## src/sma_pkg.sv

```systemverilog
// ----------------------------------------------------------------------------
// Six-axis moving average: shared definitions
// Channel count, configuration register indexes and the control group
// that passes from the front end to the back end.
// ----------------------------------------------------------------------------
package sma_pkg;

  localparam int unsigned CHANNELS       = 6;
  localparam int unsigned CH_W           = 3;
  localparam int unsigned CFG_IDX_W      = 1;
  localparam int unsigned CFG_DATA_W     = 7;
  localparam int unsigned DEFAULT_LENGTH = 10;

  localparam logic [CFG_IDX_W-1:0] REG_ENABLED        = 1'b0;
  localparam logic [CFG_IDX_W-1:0] REG_HISTORY_LENGTH = 1'b1;

  localparam logic [CH_W-1:0] FIRST_CHANNEL = 3'd0;
  localparam logic [CH_W-1:0] LAST_CHANNEL  = 3'd5;

  // Head of the front-end queue as seen by the back end
  typedef struct packed {
    logic valid;  // an item waits in the queue
    logic take;   // the item's sample goes into the ring
  } item_ctrl_t;

endpackage

```

## src/sma_front.sv

```systemverilog
// ----------------------------------------------------------------------------
// Six-axis moving average: front end
// Accepts input beats, decides whether the sample is taken into the ring
// and holds the item in a two-entry queue until the back end pops it.
// ----------------------------------------------------------------------------
module sma_front #(
  parameter int unsigned SAMPLE_WIDTH = 32,
  parameter int unsigned TDATA_W      = 192
) (
  input  logic                                       clk_i,
  input  logic                                       rst_ni,
  input  logic                                       enabled_i,
  input  logic                                       s_axis_tvalid,
  output logic                                       s_axis_tready,
  input  logic [TDATA_W-1:0]                         s_axis_tdata,
  input  logic                                       s_axis_tuser,
  input  logic                                       pop_i,
  output sma_pkg::item_ctrl_t                        item_o,
  output logic [sma_pkg::CHANNELS*SAMPLE_WIDTH-1:0]  samples_o
);

  localparam int unsigned DATA_W = sma_pkg::CHANNELS * SAMPLE_WIDTH;

  logic [1:0]        count_q, count_d;
  logic              wr_ptr_q, wr_ptr_d;
  logic              rd_ptr_q, rd_ptr_d;
  logic              take_q [2];
  logic [DATA_W-1:0] data_q [2];
  logic              push;
  logic              pop;

  assign s_axis_tready = (count_q != 2'd2);
  assign push          = s_axis_tvalid && s_axis_tready;
  assign pop           = pop_i && (count_q != 2'd0);

  always_comb begin
    count_d  = count_q;
    wr_ptr_d = wr_ptr_q;
    rd_ptr_d = rd_ptr_q;
    if (push) begin
      wr_ptr_d = ~wr_ptr_q;
    end
    if (pop) begin
      rd_ptr_d = ~rd_ptr_q;
    end
    if (push && !pop) begin
      count_d = count_q + 2'd1;
    end else if (pop && !push) begin
      count_d = count_q - 2'd1;
    end
  end

  always_ff @(posedge clk_i or negedge rst_ni) begin
    if (!rst_ni) begin
      count_q  <= 2'd0;
      wr_ptr_q <= 1'b0;
      rd_ptr_q <= 1'b0;
    end else begin
      count_q  <= count_d;
      wr_ptr_q <= wr_ptr_d;
      rd_ptr_q <= rd_ptr_d;
    end
  end

  // A sample counts only while powered and when the step is not rejected
  always_ff @(posedge clk_i) begin
    if (push) begin
      take_q[wr_ptr_q] <= enabled_i && !s_axis_tuser;
      data_q[wr_ptr_q] <= s_axis_tdata[DATA_W-1:0];
    end
  end

  assign item_o.valid = (count_q != 2'd0);
  assign item_o.take  = take_q[rd_ptr_q];
  assign samples_o    = data_q[rd_ptr_q];

endmodule

```

## config.mk

```make
export PLATFORM = sky130hd
export DESIGN_NAME = sma_front
export DESIGN_NICKNAME = d
export VERILOG_FILES = /design/src/sma_pkg.sv /design/src/sma_front.sv
export SDC_FILE = /design/constraint.sdc
export NUM_CORES = 1
export LEC_CHECK = 0
export BUFFER_PORTS_ARGS = -buffer_cell sky130_fd_sc_hd__buf_2
export CAP_MARGIN = 20
export CORE_ASPECT_RATIO = 2
export CORE_MARGIN = 3
export CORE_UTILIZATION = 40
export DETAILED_ROUTE_END_ITERATION = 10
export GPL_ROUTABILITY_DRIVEN = 1
export PLACE_DENSITY_LB_ADDON = 0.25
export SLEW_MARGIN = 10
export SYNTH_ARGS = -nofsm -noshare
export SYNTH_HDL_FRONTEND = slang
export SYNTH_SLANG_ARGS = --single-unit
```

## constraint.sdc

```tcl
create_clock -name clk_i -period 10.5 [get_ports clk_i]
set_input_delay 1.05 -clock clk_i [delete_from_list [all_inputs] [get_ports clk_i]]
set_output_delay 1.05 -clock clk_i [all_outputs]
set_load 0.005 [all_outputs]
```

==> flow_summary.json <==
{
  "layout_setup_ws_ns": 5.93,
  "seq_area_frac_synth_pct": 79.0,
  "power.density_mw_per_mm2": 273,
  "cts_tree": "yes",
  "fillers": 3025,
  "dp_hpwl_um": 23400,
  "tightest_slew_ns": 1.02,
  "first_global_vias": 7874,
  "detail_route.wl_per_cell_um": 21.5,
  "max-slew-margin-rel_pct": 32.2,
  "core_outline_area_mm2": 0.0365,
  "worstSetupPathType": "register to primary output",
  "hold_class": "input port to asynchronous set/reset pin",
  "grt-ovfl-total": 0,
  "syn_avg_cell_area_um2": 23.9,
  "finalWeightedCongestion": 0.755,
  "timing_max_transition_violations_final": 0,
  "timing.critical_path.to_type": "primary output",
  "unique_cell_type_count_in_the_yosys_netlist": 17,
  "layout.cells.most_common_list": "392 x sky130_fd_sc_hd__buf_2, 386 x sky130_fd_sc_hd__edfxtp_1, 160 x sky130_fd_sc_hd__mux2_4",
  "cp.arrival_ns": 3.52,
  "grt_first_pass_wirelength_um": 47100,
  "rsz0062_at_grt": "false",
  "cp_max_fo": 56,
  "total_die_area_mm2": 0.0395,
  "min_period_over_period_pct": 43.5,
  "routed_wirelength_um": 32800,
  "layout_min_cycle_time_ns": 4.57,
  "max_clock_freq_mhz": 219,
  "clk-insertion-delay-late_ns": 0.51,
  "grt.total_usage_pct": 16.0,
  "cts_num_sinks": 390,
  "ys_seq_elements": 390,
  "cts_hold_repair.buffers": 0,
  "fp.dieW_um": 142,
  "cts-buffers-inserted": 35,
  "vias_per_cell": 4.78,
  "outcome": "completed",
  "clock_skew_ns": 0.0147,
  "proportion_of_layout_cells_with_a_drive_suffix_above_1_pct": 60.9,
  "detail_route.drc_violations": 0,
  "clock_tree.buffer_depth": 3,
  "grt_start_max_net_pins": 72,
  "syn_area_mm2": 0.0148,
  "p_total_mw": 5.01,
  "cts_repair_resize_count": 0,
  "dp_cells": 1452,
  "placement.io_buffers": 392,
  "ant_nets": 0,
  "worst_setup_hold_path_clk_slew_ns": 0.06,
  "count_of_final_hold_check_violations": 0,
  "placement_rows": 99,
  "final-instance-count-excl-fill": 1524,
  "first_pass_iters": 4,
  "cts_htree_levels": 2,
  "number_of_maximum_capacitance_violations": 0,
  "fin_hold_ws_ns": 0.334,
  "cp-start-kind": "register",
  "ctsRootBufferMaster": "sky130_fd_sc_hd__clkbuf_16",
  "i_o_pin_count": 393,
  "syn_to_final_growth_pct": 23.8,
  "ys.warnings.count": 0,
  "initial_utilization_pct": 40.5,
  "setup_viol": 0,
  "final.setup.tns_ns": 0,
  "syn-num-nets": 819,
  "worst_ir_drop_vdd_mv": 0.205,
  "via_count": 7284,
  "worst-endpoint-required_ns": 9.45,
  "post_cts.repair.setup_buffers": 0,
  "total_leakage_power_nw": 7.26,
  "drtIter0Drc": 310,
  "number_of_antenna_violations_at_the_first_check_in_global_routing": 15,
  "postSynthCellCount": 620,
  "post-place-ws_ns": 6.41,
  "layout.cells.most_common": "sky130_fd_sc_hd__buf_2",
  "layout.nets": 1235,
  "dieHeight_um": 278
}
cells in the mapped netlist (all sizes together):
cell type | n | share of area (%)
nand2b | 1 | 0.042
or2 | 1 | 0.042
xnor2 | 3 | 0.18
and3 | 1 | 0.042
nand2 | 2 | 0.051
nor2b | 1 | 0.042
dfrtp | 4 | 0.68
xor2 | 2 | 0.12
buf | 22 | 1.6
ha | 1 | 0.085
nor2 | 2 | 0.051
mux2 | 193 | 19
edfxtp | 386 | 78
inv | 1 | 0.025
path summary, 6_finish.rpt:
kind | cells past startpoint | slack, ns | start | end
setup / recovery | 4 | 5.93 | rd_ptr_q$_DFFE_PN0P_ | samples_o[41]
hold / removal | 1 | 0.33 | rst_ni | wr_ptr_q$_DFFE_PN0P_
setup reg to reg | 5 | 7.58 | count_q[0]$_DFFE_PN0P_ | data_q[0][67]$_DFFE_PP_
hold reg to reg | 1 | 0.51 | count_q[1]$_DFFE_PN0P_ | count_q[1]$_DFFE_PN0P_
max in group asynchronous | 1 | 10.02 | rst_ni | rd_ptr_q$_DFFE_PN0P_
min in group clk_i | 1 | 0.51 | count_q[1]$_DFFE_PN0P_ | count_q[1]$_DFFE_PN0P_
state kept, by name (all words and copies together), names as in the netlist:
signal    cells
data_q      384
count_q       2
wr_ptr_q      1
rd_ptr_q      1
take_q        2
per-stage QoR:
stage | area, um^2 | utilization (%)
finish | 18300 | 50.1
global route | 18300 | 50.1
CTS | 18300 | 50.0
detailed placement | 17200 | 47.0
global placement | 17200 | 47.0
floorplan | 14800 | -
cells by family (layout without fill, tap and decap cells):
family	Yosys count	after routing	share of synthesized area (%)
xor gates and xnor gates	5	5	0.296
adders and majority gates	1	1	0.0845
other	0	9	0
and+or+nand+nor	8	8	0.271
muxes	193	193	18.7
DFF	390	390	79.0
buffers and inverters	23	464	1.60
final cells by class:
| type | count | area, um^2 | share of cell area [%] |
|---|---|---|---|
| sequential | 390 | 11700 | 63.8 |
| clock inverter | 18 | 145 | 0.792 |
| timing repair buffer | 401 | 2050 | 11.2 |
| inverter | 1 | 3.75 | 0.0205 |
| clock buffer | 44 | 952 | 5.20 |
| tap | 454 | 568 | 3.10 |
| antenna | 9 | 22.5 | 0.123 |
| multi-input combinational | 207 | 2880 | 15.7 |
worst max-delay path, stage by stage, from the launching register on:
cell and delay (ns):
sky130_fd_sc_hd__dfrtp_4 0.78, sky130_fd_sc_hd__buf_4 0.81, sky130_fd_sc_hd__buf_4 0.82, sky130_fd_sc_hd__mux2_4 0.36, sky130_fd_sc_hd__buf_2 0.13
per-layer routing:
| metal | GRT usage [%] | vias up | wire (um) |
|---|---|---|---|
| met5 | 0 | - | 83 |
| met4 | 8.92 | 12 | 1730 |
| met3 | 5.07 | 84 | 2420 |
| met2 | 30.8 | 274 | 18800 |
| met1 | 14.2 | 3597 | 9810 |
| li1 | - | 3317 | - |
where the power goes:
group          switching [mW]  internal, mW
Clock                   0.535         0.695
Combinational           0.724         0.805
Sequential              0.116          2.13
No activity file was read; power rests on OpenSTA's default activity.
